[src/sv/bpsc_pkg.sv]
// Shared types and constants for the BMP pixel stream converter.
// Used by bpsc_parse, bpsc_out and the top level; no dependencies.
package bpsc_pkg;

  localparam int MAX_WIDTH   = 4096;
  localparam int DIM_LIMIT   = 4096;
  localparam int WIDTH_LIMIT = (MAX_WIDTH < DIM_LIMIT) ? MAX_WIDTH : DIM_LIMIT;
  localparam int PAL_DEPTH   = 256;
  localparam int PAL_AW      = $clog2(PAL_DEPTH);
  localparam int COLOR_W     = 8;
  localparam int PAL_W       = 3 * COLOR_W;
  localparam int DIM_W       = 13;
  localparam int POS_W       = 12;
  localparam int BIR_W       = 14;
  localparam int CFG_IDX_W   = 3;

  localparam int GRAY_KR     = 218;
  localparam int GRAY_KG     = 732;
  localparam int GRAY_KB     = 74;
  localparam int GRAY_SHIFT  = 10;
  localparam int GRAY_SUM_W  = 18;

  typedef enum logic [CFG_IDX_W-1:0] {
    REG_SOURCE_FORMAT = 3'd0,
    REG_OUT_FORMAT    = 3'd1,
    REG_IMAGE_WIDTH   = 3'd2,
    REG_IMAGE_HEIGHT  = 3'd3,
    REG_TOP_DOWN      = 3'd4
  } cfg_reg_t;

  typedef enum logic {
    MODE_PALETTE = 1'b0,
    MODE_PIXEL   = 1'b1
  } in_mode_t;

  typedef struct packed {
    logic             source_format;
    logic             out_format;
    logic [DIM_W-1:0] image_width;
    logic [DIM_W-1:0] image_height;
    logic             top_down;
  } cfg_t;

  typedef struct packed {
    logic               use_pal;
    logic [COLOR_W-1:0] red;
    logic [COLOR_W-1:0] green;
    logic [COLOR_W-1:0] blue;
    logic [POS_W-1:0]   column;
    logic [POS_W-1:0]   row;
    logic               last;
  } pix_meta_t;

endpackage

[src/sv/bpsc_out.sv]
// Output stage: palette data select, gray weighting and the result register.
// Uses bpsc_pkg.
module bpsc_out (
  input  logic                               clk,
  input  logic                               rst_n,
  input  logic                               gray_mode,
  input  logic                               s1_valid,
  input  bpsc_pkg::pix_meta_t                s1_meta,
  input  logic [bpsc_pkg::PAL_W-1:0]         pal_rdata,
  output logic                               advance,
  output logic                               out_valid,
  input  logic                               out_ready,
  output logic [55:0]                        out_data,
  output logic                               out_last
);
  import bpsc_pkg::*;

  logic                     ovld_r, ovld_nxt;
  logic [55:0]              odata_r, odata_nxt;
  logic                     olast_r;
  logic [COLOR_W-1:0]       r_sel, g_sel, b_sel, gray;
  logic [GRAY_SUM_W-1:0]    gsum;

  always_comb begin
    if (s1_meta.use_pal) begin
      r_sel = pal_rdata[23:16];
      g_sel = pal_rdata[15:8];
      b_sel = pal_rdata[7:0];
    end else begin
      r_sel = s1_meta.red;
      g_sel = s1_meta.green;
      b_sel = s1_meta.blue;
    end
  end

  assign gsum = GRAY_SUM_W'(r_sel * GRAY_SUM_W'(GRAY_KR))
              + GRAY_SUM_W'(g_sel * GRAY_SUM_W'(GRAY_KG))
              + GRAY_SUM_W'(b_sel * GRAY_SUM_W'(GRAY_KB));
  assign gray = gsum[GRAY_SHIFT +: COLOR_W];

  assign advance  = !ovld_r || out_ready;
  assign ovld_nxt = advance ? s1_valid : ovld_r;

  always_comb begin
    if (gray_mode) begin
      odata_nxt = {s1_meta.row, s1_meta.column, gray, 24'h000000};
    end else begin
      odata_nxt = {s1_meta.row, s1_meta.column, 8'h00, b_sel, g_sel, r_sel};
    end
  end

  always_ff @(posedge clk) begin
    if (!rst_n) begin
      ovld_r <= 1'b0;
    end else begin
      ovld_r <= ovld_nxt;
    end
  end

  always_ff @(posedge clk) begin
    if (advance) begin
      odata_r <= odata_nxt;
      olast_r <= s1_meta.last;
    end
  end

  assign out_valid = ovld_r;
  assign out_data  = odata_r;
  assign out_last  = olast_r;

endmodule

[config.mk]
export PLATFORM = sky130hd
export DESIGN_NAME = bpsc_out
export DESIGN_NICKNAME = d
export VERILOG_FILES = /design/src/sv/bpsc_pkg.sv /design/src/sv/bpsc_out.sv
export SDC_FILE = /design/constraint.sdc
export NUM_CORES = 1
export LEC_CHECK = 0
export BUFFER_PORTS_ARGS = -buffer_cell sky130_fd_sc_hd__buf_2
export CAP_MARGIN = 20
export CORE_UTILIZATION = 55
export DETAILED_ROUTE_END_ITERATION = 12
export PLACE_DENSITY = 0.81
export SLEW_MARGIN = 40
export SYNTH_ARGS = -nofsm -noshare
export SYNTH_HDL_FRONTEND = slang
export SYNTH_SLANG_ARGS = --single-unit
[constraint.sdc]
create_clock -name clk -period 8.9 [get_ports clk]
set_input_delay 0.89 -clock clk [delete_from_list [all_inputs] [get_ports clk]]
set_output_delay 0.89 -clock clk [all_outputs]
set_load 0.01 [all_outputs]
==> reports/metrics.cfg <==
[status]
run_status=complete, no violations

[global_routing]
largest_net_degree_at_the_start_of_global_routing=60
number_of_antenna_violations_at_the_first_check_in_global_routing=0
grt.overflow.total=0
grtUsageTotal_pct=24.2
grt_pass1_wl_um=21600
first_global_vias=4613

[finish]
layout_common_cells=sky130_fd_sc_hd__buf_2 (137), sky130_fd_sc_hd__ha_1 (120), sky130_fd_sc_hd__inv_1 (117)
synthToLayoutAreaGrowth_pct=17.7
antenna_cells_inserted=0
nFillCells=836
final_layout_size_suffix_gt1_share_pct=24.7
finalNetCount=980
finish.utilization_pct=67.4
layout.cells.most_common=sky130_fd_sc_hd__buf_2

[yosys]
synth.largest_area_cell=sky130_fd_sc_hd__edfxtp_1
synth.distinct_cells=54
post_synth_fa_ha_maj_area_fraction_pct=38.6
yosys-mux-area-fraction_pct=4.97
syn-cell-area_um2=6320
synth_top_cell_area_share_pct=27.1
cells_taking_the_most_area_after_synthesis=sky130_fd_sc_hd__edfxtp_1 (27%), sky130_fd_sc_hd__ha_1 (24%), sky130_fd_sc_hd__fa_1 (15%)
post_synth_and_or_nand_nor_area_fraction_pct=9.36
avg_inst_size_synth_um2=10.7
synth-seq-area-share_pct=27.4
synth_top_family_by_area=adder cells
ys_seq_elements=58
synthesis.yosys.warnings=0
postSynthCellCount=591
mappedNetlistNets=837
synth-compound-area-share_pct=7.44
yosys.area_share.xor_xnor_pct=4.85

[timing]
finalSetupTns_ns=0
unrepaired_setup_endpoints_after_global_routing=false
setup_viol=0
maxSlewHeadroom_pct=51.2
final-max-slew-violation-count=0
skew_ns=0.00894
fmax_ghz=0.140
hold_viol=0
timing_worst_slew_pin_value_ns=0.731
layout_min_cycle_time_ns=7.12
finalCritPeriodShare_pct=80.0

[die]
design.die.area_um2=11900
design.portCount=138
die-height_um=109
floorplan.initialDensity_pct=57.3
die_width_um=109
core_area_um2=11000
std_cell_rows=38

[placement]
io_buffers=137
final_weighted_congestion_in_routability_driven_placement=0.861
detailed_place_hpwl_um=11100

[worst_setup_path]
cp-end-kind=flop
startpoint_types=input port
critical_path_required_ns=8.99
timing.reg2reg.worst_path_depth=2
worstPathArrival_ns=7.21
criticalPathCategory=input port to flop
critical_path.max_fanout=28

[drt]
drt_first_iter_violations=197
drc_errors=0
final_antenna_net_count=0
viasPerCell=5.31
drt_first_pass_iters=4
route.final.wire_length_um=13400
dr_total_vias=4661
detail_route.wl_per_cell_um=15.3

[cts]
cts_max_path_buffers=2
number_of_post_cts_setup_repair_buffers=0
cts_htree_levels=3
clk_root_buffer_cell=sky130_fd_sc_hd__clkbuf_16
cts-buffers-inserted=9
cts_resized=0
clock-sinks=58
holdBufCountCts=0
clock_tree_from_tritoncts=built
clk-insertion-delay-late_ns=0.34
clkTransAtPathRegs_ns=0.06

[run]
max_cap_viol_count=0

[worst_hold_path]
min-delay-path-class=input port to flop
worst_hold_path.num_cells=1

==> worst max-delay path, stage by stage <==
cell and delay (ns):
sky130_fd_sc_hd__buf_2 0.53, sky130_fd_sc_hd__mux2i_1 0.67, sky130_fd_sc_hd__inv_1 0.16, sky130_fd_sc_hd__ha_1 0.36, sky130_fd_sc_hd__fa_1 0.54, sky130_fd_sc_hd__inv_1 0.05
sky130_fd_sc_hd__fa_1 0.48, sky130_fd_sc_hd__fa_1 0.54, sky130_fd_sc_hd__inv_1 0.04, sky130_fd_sc_hd__ha_1 0.35, sky130_fd_sc_hd__nand2_1 0.07, sky130_fd_sc_hd__o21ai_0 0.48
sky130_fd_sc_hd__mux2i_1 0.15, sky130_fd_sc_hd__o2111a_1 0.18, sky130_fd_sc_hd__fa_1 0.53, sky130_fd_sc_hd__inv_1 0.04, sky130_fd_sc_hd__ha_1 0.33, sky130_fd_sc_hd__a21oi_1 0.18
sky130_fd_sc_hd__nor2b_1 0.09, sky130_fd_sc_hd__a211oi_2 0.28, sky130_fd_sc_hd__o21bai_1 0.13, sky130_fd_sc_hd__mux2i_1 0.13
==> area by class of cell <==
class,instances,area (µm²),area share [%]
sequential,58,1730,23.3
clock buffer,9,225,3.03
tap,140,175,2.35
clock inverter,5,47.5,0.639
multi-input combinational,410,4130,55.5
timing repair buffer,138,693,9.32
inverter,117,439,5.90
==> logic make-up (layout without fill, tap and decap cells) <==
logic type,count (synthesis),after routing
XOR/XNOR,35,35
multiplexers,29,29
buffers and inverters,123,269
AND/OR/NAND/NOR,109,109
AO/OA/AOI/OAI,70,70
flip-flops,58,58
adder cells (fa/ha/maj),167,167
==> metrics by stage <==
step	setup WS [ns]	instance area, µm²	cells	hold slack, ns
floorplan	2.09	6320	591	0.989
global placement	1.64	7170	863	0.986
detailed placement	1.38	7170	863	1.02
CTS	1.73	7440	877	0.719
global route	1.34	7440	877	0.715
finish	1.78	7440	877	0.731
==> cell usage after synthesis, drive strengths merged <==
library cell / count
edfxtp: 57
o211ai: 1
inv: 117
mux2: 19
mux2i: 10
a21oi: 29
and3: 4
or3: 2
a21o: 9
clkbuf: 3
o21bai: 4
o22ai: 1
nand3: 6
a211oi: 2
and4bb: 1
nor2: 25
a41o: 1
buf: 3
or2b: 1
nand4b: 1
nand2b: 5
a21boi: 1
or4: 1
nor4: 2
o21ai: 10
o311a: 1
nor3b: 3
and2: 6
nand4: 2
xor2: 14
nor3: 4
nor4b: 1
ha: 120
nor2b: 23
a2111oi: 3
nand3b: 2
a31oi: 2
nand2: 20
dfxtp: 1
o21a: 2
o2111a: 1
o2111ai: 2
o211a: 1
xnor2: 21
fa: 47
==> registers in the layout, summed over array words and instances (netlist names) <==
signal / count
out_data: 56
out_last: 1
out_valid: 1
==> final timing paths <==
path	slack (ns)	startpoint	endpoint
worst max register to register	7.54	out_valid	out_data[13]
worst min register to register	1.02	out_valid	out_data[34]
worst max-delay path	1.78	s1_meta[49]	out_data[31]
worst min-delay path	0.73	s1_meta[3]	out_data[46]
==> metal layers <==
layer | global-route usage [%] | wire length, µm | vias to the layer above
met5 | 0 | 0 | -
li1 | - | - | 2292
met1 | 29.9 | 5960 | 2221
met2 | 42.3 | 6500 | 135
met3 | 5.74 | 780 | 13
met4 | 6.10 | 148 | 0
Power is not shown: default switching activity piles up to over one toggle a cycle in this logic, so the estimate is an artifact.
