## config.mk

```make
export PLATFORM = sky130hd
export DESIGN_NAME = bpsc_parse
export DESIGN_NICKNAME = d
export VERILOG_FILES = /design/src/sv/bpsc_pkg.sv /design/src/sv/bpsc_parse.sv
export SDC_FILE = /design/constraint.sdc
export NUM_CORES = 1
export LEC_CHECK = 0
export BUFFER_PORTS_ARGS = -buffer_cell sky130_fd_sc_hd__buf_4
export CAP_MARGIN = 20
export CORE_MARGIN = 1
export CORE_UTILIZATION = 30
export CTS_CLUSTER_SIZE = 20
export DETAILED_ROUTE_END_ITERATION = 8
export PLACE_DENSITY_LB_ADDON = 0.2
export SYNTH_ARGS = -nofsm -noshare
export SYNTH_HDL_FRONTEND = slang
export SYNTH_SLANG_ARGS = --single-unit
```

## constraint.sdc

```tcl
create_clock -name clk -period 8.2 [get_ports clk]
set_clock_uncertainty 0.05 [all_clocks]
set_input_delay 1.64 -clock clk [delete_from_list [all_inputs] [get_ports clk]]
set_output_delay 1.64 -clock clk [all_outputs]
set_load 0.05 [all_outputs]
```

## src/sv/bpsc_pkg.sv

```systemverilog
// Shared types and constants for the BMP pixel stream converter.
// Used by bpsc_parse, bpsc_out and the top level; no dependencies.
package bpsc_pkg;

  localparam int MAX_WIDTH   = 4096;
  localparam int DIM_LIMIT   = 4096;
  localparam int WIDTH_LIMIT = (MAX_WIDTH < DIM_LIMIT) ? MAX_WIDTH : DIM_LIMIT;
  localparam int PAL_DEPTH   = 256;
  localparam int PAL_AW      = $clog2(PAL_DEPTH);
  localparam int COLOR_W     = 8;
  localparam int PAL_W       = 3 * COLOR_W;
  localparam int DIM_W       = 13;
  localparam int POS_W       = 12;
  localparam int BIR_W       = 14;
  localparam int CFG_IDX_W   = 3;

  localparam int GRAY_KR     = 218;
  localparam int GRAY_KG     = 732;
  localparam int GRAY_KB     = 74;
  localparam int GRAY_SHIFT  = 10;
  localparam int GRAY_SUM_W  = 18;

  typedef enum logic [CFG_IDX_W-1:0] {
    REG_SOURCE_FORMAT = 3'd0,
    REG_OUT_FORMAT    = 3'd1,
    REG_IMAGE_WIDTH   = 3'd2,
    REG_IMAGE_HEIGHT  = 3'd3,
    REG_TOP_DOWN      = 3'd4
  } cfg_reg_t;

  typedef enum logic {
    MODE_PALETTE = 1'b0,
    MODE_PIXEL   = 1'b1
  } in_mode_t;

  typedef struct packed {
    logic             source_format;
    logic             out_format;
    logic [DIM_W-1:0] image_width;
    logic [DIM_W-1:0] image_height;
    logic             top_down;
  } cfg_t;

  typedef struct packed {
    logic               use_pal;
    logic [COLOR_W-1:0] red;
    logic [COLOR_W-1:0] green;
    logic [COLOR_W-1:0] blue;
    logic [POS_W-1:0]   column;
    logic [POS_W-1:0]   row;
    logic               last;
  } pix_meta_t;

endpackage

```

## src/sv/bpsc_parse.sv

```systemverilog
// Byte parser: row, column and pixel-byte counters, palette access issue
// and the stage register that waits on the palette read. Uses bpsc_pkg.
module bpsc_parse (
  input  logic                                clk,
  input  logic                                rst_n,
  input  bpsc_pkg::cfg_t                      cfg,
  input  logic                                in_accept,
  input  logic                                in_mode,
  input  logic [bpsc_pkg::PAL_AW-1:0]         pal_index,
  input  logic [bpsc_pkg::PAL_W-1:0]          pal_entry,
  input  logic [bpsc_pkg::COLOR_W-1:0]        data_byte,
  input  logic                                advance,
  output logic                                pal_we,
  output logic [bpsc_pkg::PAL_AW-1:0]         pal_waddr,
  output logic [bpsc_pkg::PAL_W-1:0]          pal_wdata,
  output logic                                pal_re,
  output logic [bpsc_pkg::PAL_AW-1:0]         pal_raddr,
  output logic                                s1_valid,
  output bpsc_pkg::pix_meta_t                 s1_meta
);
  import bpsc_pkg::*;

  logic [1:0]         bip_r, bip_nxt;
  logic [15:0]        held_r, held_nxt;
  logic [BIR_W-1:0]   bir_r, bir_nxt;
  logic [POS_W-1:0]   col_r, col_nxt;
  logic [POS_W-1:0]   row_r, row_nxt;
  logic               s1_vld_r, s1_vld_nxt;
  pix_meta_t          s1_meta_r, s1_meta_nxt;

  logic [DIM_W-1:0]   w_clamp, h_clamp;
  logic [POS_W-1:0]   w_m1, h_m1;
  logic [BIR_W-1:0]   data_len, row_len, len_p3;
  logic [BIR_W:0]     bir_p1;
  logic               in_data, row_end, produce, pix_in;

  always_comb begin
    if (cfg.image_width == '0) begin
      w_clamp = DIM_W'(1);
    end else if (cfg.image_width > DIM_W'(WIDTH_LIMIT)) begin
      w_clamp = DIM_W'(WIDTH_LIMIT);
    end else begin
      w_clamp = cfg.image_width;
    end
    if (cfg.image_height == '0) begin
      h_clamp = DIM_W'(1);
    end else if (cfg.image_height > DIM_W'(DIM_LIMIT)) begin
      h_clamp = DIM_W'(DIM_LIMIT);
    end else begin
      h_clamp = cfg.image_height;
    end
  end

  assign w_m1     = POS_W'(w_clamp - DIM_W'(1));
  assign h_m1     = POS_W'(h_clamp - DIM_W'(1));
  assign data_len = cfg.source_format ?
                    (BIR_W'(w_clamp) + BIR_W'({w_clamp, 1'b0})) : BIR_W'(w_clamp);
  assign len_p3   = data_len + BIR_W'(3);
  assign row_len  = {len_p3[BIR_W-1:2], 2'b00};
  assign bir_p1   = {1'b0, bir_r} + (BIR_W+1)'(1);
  assign in_data  = bir_r < data_len;
  assign row_end  = bir_p1 >= {1'b0, row_len};
  assign pix_in   = in_accept && (in_mode == MODE_PIXEL);

  assign pal_we    = in_accept && (in_mode == MODE_PALETTE);
  assign pal_waddr = pal_index;
  assign pal_wdata = pal_entry;
  assign pal_raddr = data_byte;
  assign pal_re    = pix_in && in_data && !cfg.source_format;

  always_comb begin
    bip_nxt     = bip_r;
    held_nxt    = held_r;
    bir_nxt     = bir_r;
    col_nxt     = col_r;
    row_nxt     = row_r;
    produce     = 1'b0;
    s1_meta_nxt.use_pal = !cfg.source_format;
    s1_meta_nxt.red     = data_byte;
    s1_meta_nxt.green   = held_r[15:8];
    s1_meta_nxt.blue    = held_r[7:0];
    s1_meta_nxt.column  = col_r;
    s1_meta_nxt.row     = cfg.top_down ? row_r : (h_m1 - row_r);
    s1_meta_nxt.last    = (col_r == w_m1) && (row_r == h_m1);
    if (pix_in) begin
      if (in_data) begin
        if (!cfg.source_format) begin
          produce = 1'b1;
          bip_nxt = 2'd0;
        end else begin
          case (bip_r)
            2'd0: begin
              held_nxt = {8'h00, data_byte};
              bip_nxt  = 2'd1;
            end
            2'd1: begin
              held_nxt = {data_byte, held_r[7:0]};
              bip_nxt  = 2'd2;
            end
            default: begin
              produce = 1'b1;
              bip_nxt = 2'd0;
            end
          endcase
        end
        if (produce) begin
          col_nxt = col_r + POS_W'(1);
        end
      end
      if (row_end) begin
        bir_nxt = '0;
        bip_nxt = 2'd0;
        col_nxt = '0;
        row_nxt = (row_r >= h_m1) ? '0 : row_r + POS_W'(1);
      end else begin
        bir_nxt = bir_p1[BIR_W-1:0];
      end
    end
    s1_vld_nxt = advance ? produce : s1_vld_r;
  end

  always_ff @(posedge clk) begin
    if (!rst_n) begin
      bip_r    <= '0;
      held_r   <= '0;
      bir_r    <= '0;
      col_r    <= '0;
      row_r    <= '0;
      s1_vld_r <= 1'b0;
    end else begin
      bip_r    <= bip_nxt;
      held_r   <= held_nxt;
      bir_r    <= bir_nxt;
      col_r    <= col_nxt;
      row_r    <= row_nxt;
      s1_vld_r <= s1_vld_nxt;
    end
  end

  always_ff @(posedge clk) begin
    if (advance) begin
      s1_meta_r <= s1_meta_nxt;
    end
  end

  assign s1_valid = s1_vld_r;
  assign s1_meta  = s1_meta_r;

  a_bip_range: assert property (@(posedge clk) disable iff (!rst_n)
    bip_r != 2'd3) else $error("pixel byte count out of range");
  a_read_on_advance: assert property (@(posedge clk) disable iff (!rst_n)
    pal_re |-> advance) else $error("palette read while stage held");
  a_no_read_on_write: assert property (@(posedge clk) disable iff (!rst_n)
    !(pal_re && pal_we)) else $error("palette read and write in one cycle");

endmodule

```

==> flow_metrics.env <==
export IMPL_status="completed"
export IMPL_synth_cells=855
export IMPL_io_pins=167
export IMPL_coreArea_um2=25100
export IMPL_grt_pass1_wl_um=30100
export IMPL_critPathMaxFanout=4
export IMPL_layout_drive_gt1_share_pct=17.6
export IMPL_clockBufferDepth=2
export IMPL_clockPowerShare_pct=33.0
export IMPL_worst_slack_ps=297
export IMPL_gp_congestion=0.801
export IMPL_grt_usage_pct=14.4
export IMPL_ant_nets=0
export IMPL_pwr_density_cell_nw_per_um2=153
export IMPL_n_antenna_cell=0
export IMPL_clkTransAtPathRegs_ps=70
export IMPL_synthesis_nets=997
export IMPL_syn_area_per_cell_um2=8.95
export IMPL_fp_dieArea_um2=26200
export IMPL_synth_ff_type="dfxtp_1"
export IMPL_rsz0062_at_grt="false"
export IMPL_netlist_area_um2=7650
export IMPL_mostFrequentLayoutCells="buf_4, nand2_1, ha_1"
export IMPL_first_iter_violations=281
export IMPL_drv_slew=0
export IMPL_cts_tree="done"
export IMPL_tns_ps=0
export IMPL_die_height_um=162
export IMPL_cts_root_buf="clkbuf_16"
export IMPL_wl_per_cell_um=15.2
export IMPL_grt_pass1_vias=5674
export IMPL_cts_sinks=107
export IMPL_vias=6187
export IMPL_hold_viol=0
export IMPL_worstPathArrival_ps=6210
export IMPL_ys_seq_elements=107
export IMPL_p_int_w=0.000941
export IMPL_crit_path_start_kind="input port"
export IMPL_final_common_cell="buf_4"
export IMPL_dp_hpwl_um=14400
export IMPL_cp_end_kind="output pin"
export IMPL_cts_buffers=9
export IMPL_seqCellArea_um2=2640
export IMPL_dp_slack_ps=238
export IMPL_finalCritPeriodShare_pct=96.4
export IMPL_io_buffers=101
export IMPL_maxCapViolations=0
export IMPL_grt_max_degree=52
export IMPL_vdd_drop_max_mv=0.0931
export IMPL_tightest_slew_ps=763
export IMPL_htreeDepth=3
export IMPL_async_flop_share_pct=0
export IMPL_dr_pass1_iters=5
export IMPL_core_rowCount=58
export IMPL_yosysUniqueCellTypes=84
export IMPL_fillers=2639
export IMPL_synth_edf_count=50
export IMPL_cts_setup_buffers=0
export IMPL_initial_core_util_pct=30.5
export IMPL_postLayoutCoreUtil_pct=35.0
export IMPL_period_minus_slack_ps=7900
export IMPL_area_growth_pct=14.8
export IMPL_fmax_mhz=127
export IMPL_totalWireLength_um=18900
export IMPL_p_switching_w=0.000407
export IMPL_p_leak_nw=3.59
export IMPL_p_sw_share_pct=30.2
export IMPL_critical_path_class="input port to output pin"
export IMPL_timing_slew_headroom_pct=48.8
export IMPL_cp_required_ps=6510
export IMPL_clock_latency_ps=350
export IMPL_die_x_um=162
export IMPL_power_frac_comb_pct=23.6
export IMPL_seq_area_frac_synth_pct=34.5
export IMPL_grt_overflow=0
export IMPL_yosys_warnings=0
export IMPL_multi_input_area_um2=4450
export IMPL_antenna_found_initial=0
export IMPL_vias_per_cell=4.96
export IMPL_fin_nets=1055
export IMPL_power_w=0.00135
export IMPL_drt_drc_violations_left=0
export IMPL_power_frac_seq_pct=43.4
export IMPL_setup_violations=0
export IMPL_min_path_type="flop to flop"
==> per-stage QoR <==
stage	hold slack, ps	instance area, um^2	cells
global placement	356	8490	1232
floorplan	352	7650	855
CTS	378	8790	1248
finish	376	8790	1248
detailed placement	361	8490	1232
global route	386	8790	1248
==> cell type report <==
type	count	share of cell area (%)
Clock buffer	13	2.85
Clock inverter	3	0.541
Inverter	41	1.75
Multi-Input combinational cell	643	50.6
Sequential cell	107	30.1
Tap cell	330	4.70
Timing Repair Buffer	111	9.48
==> critical path, cell delays in order <==
cell       delay [ps]
buf_4             120
nor4_2            310
buf_4             180
a31oi_1           130
or2_2             310
inv_1              90
ha_1              170
inv_1              50
fa_1              430
nor2b_4           150
o31a_1            180
o221ai_2          170
a2111oi_1         460
or3_1             170
a31oi_1           110
ha_1              330
nand4_1           110
or2_2             320
o311a_2           430
nand2_4            90
nor2_1             60
buf_4             210
==> flip-flops by register name (all words and copies together), names as in the netlist <==
name and flops:
bir_r 14, row_r 12, s1_meta 50, held_r 16, col_r 12, s1_valid 1
bip_r 2
==> synthesized netlist by cell type, drive strengths merged (7+ instances only) <==
cell | n | area, um^2
nand2 | 84 | 325
ha | 66 | 826
nor2 | 61 | 229
dfxtp | 57 | 1140
o21ai | 54 | 270
edfxtp | 50 | 1500
buf | 48 | 353
xnor2 | 46 | 403
a21oi | 45 | 225
nand3 | 43 | 220
inv | 39 | 146
xor2 | 24 | 210
a21o | 19 | 143
nor3 | 19 | 106
clkbuf | 16 | 60.1
nand4 | 15 | 100
nor4 | 14 | 128
and3 | 13 | 81.3
nor2b | 13 | 91.3
nand3b | 9 | 67.6
or2 | 9 | 56.3
a31oi | 8 | 50.1
nor3b | 7 | 62.6
or3 | 7 | 48.8
==> routing by layer <==
layer / share of wire (%) / vias up / global-route usage, %
met3: 3.8 / 25 / 2.07
met5: 0 / - / 0
met2: 43 / 121 / 22.0
li1: - / 3182 / -
met1: 52 / 2859 / 20.9
met4: 1.4 / 0 / 4.59
==> final timing paths <==
check / slack [ps] / cells past startpoint / from / endpoint
setup / recovery: 300 / 22 / cfg[21] / pal_re
setup reg to reg: 3940 / 14 / bir_r[2] / col_r[4]
hold reg to reg: 380 / 0 / held_r[10] / s1_meta[35]
hold / removal: 380 / 0 / held_r[10] / s1_meta[35]
==> power groups by stage <==
stage / logic [W] / registers [W] / clock network [W]
after floorplan: 0.000211 / 0.000650 / 0
after global placement: 0.000318 / 0.000598 / 0
after detailed placement: 0.000319 / 0.000597 / 0
after CTS: 0.000321 / 0.000585 / 0.000459
after global routing: 0.000349 / 0.000587 / 0.000474
final: 0.000318 / 0.000585 / 0.000445
==> repair_timing <==
action	in CTS	in global routing
resized for setup	0	1
hold buffers	0	0
setup endpoints to repair	0	1
==> logic make-up after synthesis <==
kind of cell             synth area share [%]
adder cells (fa/ha/maj)                  11.3
AND/OR/NAND/NOR                          22.2
XOR/XNOR                                 8.01
AO/OA/AOI/OAI                            15.8
multiplexers                            0.686
flip-flops                               34.5
buffers and inverters                    7.40
No activity file was read; power rests on OpenSTA's default activity.
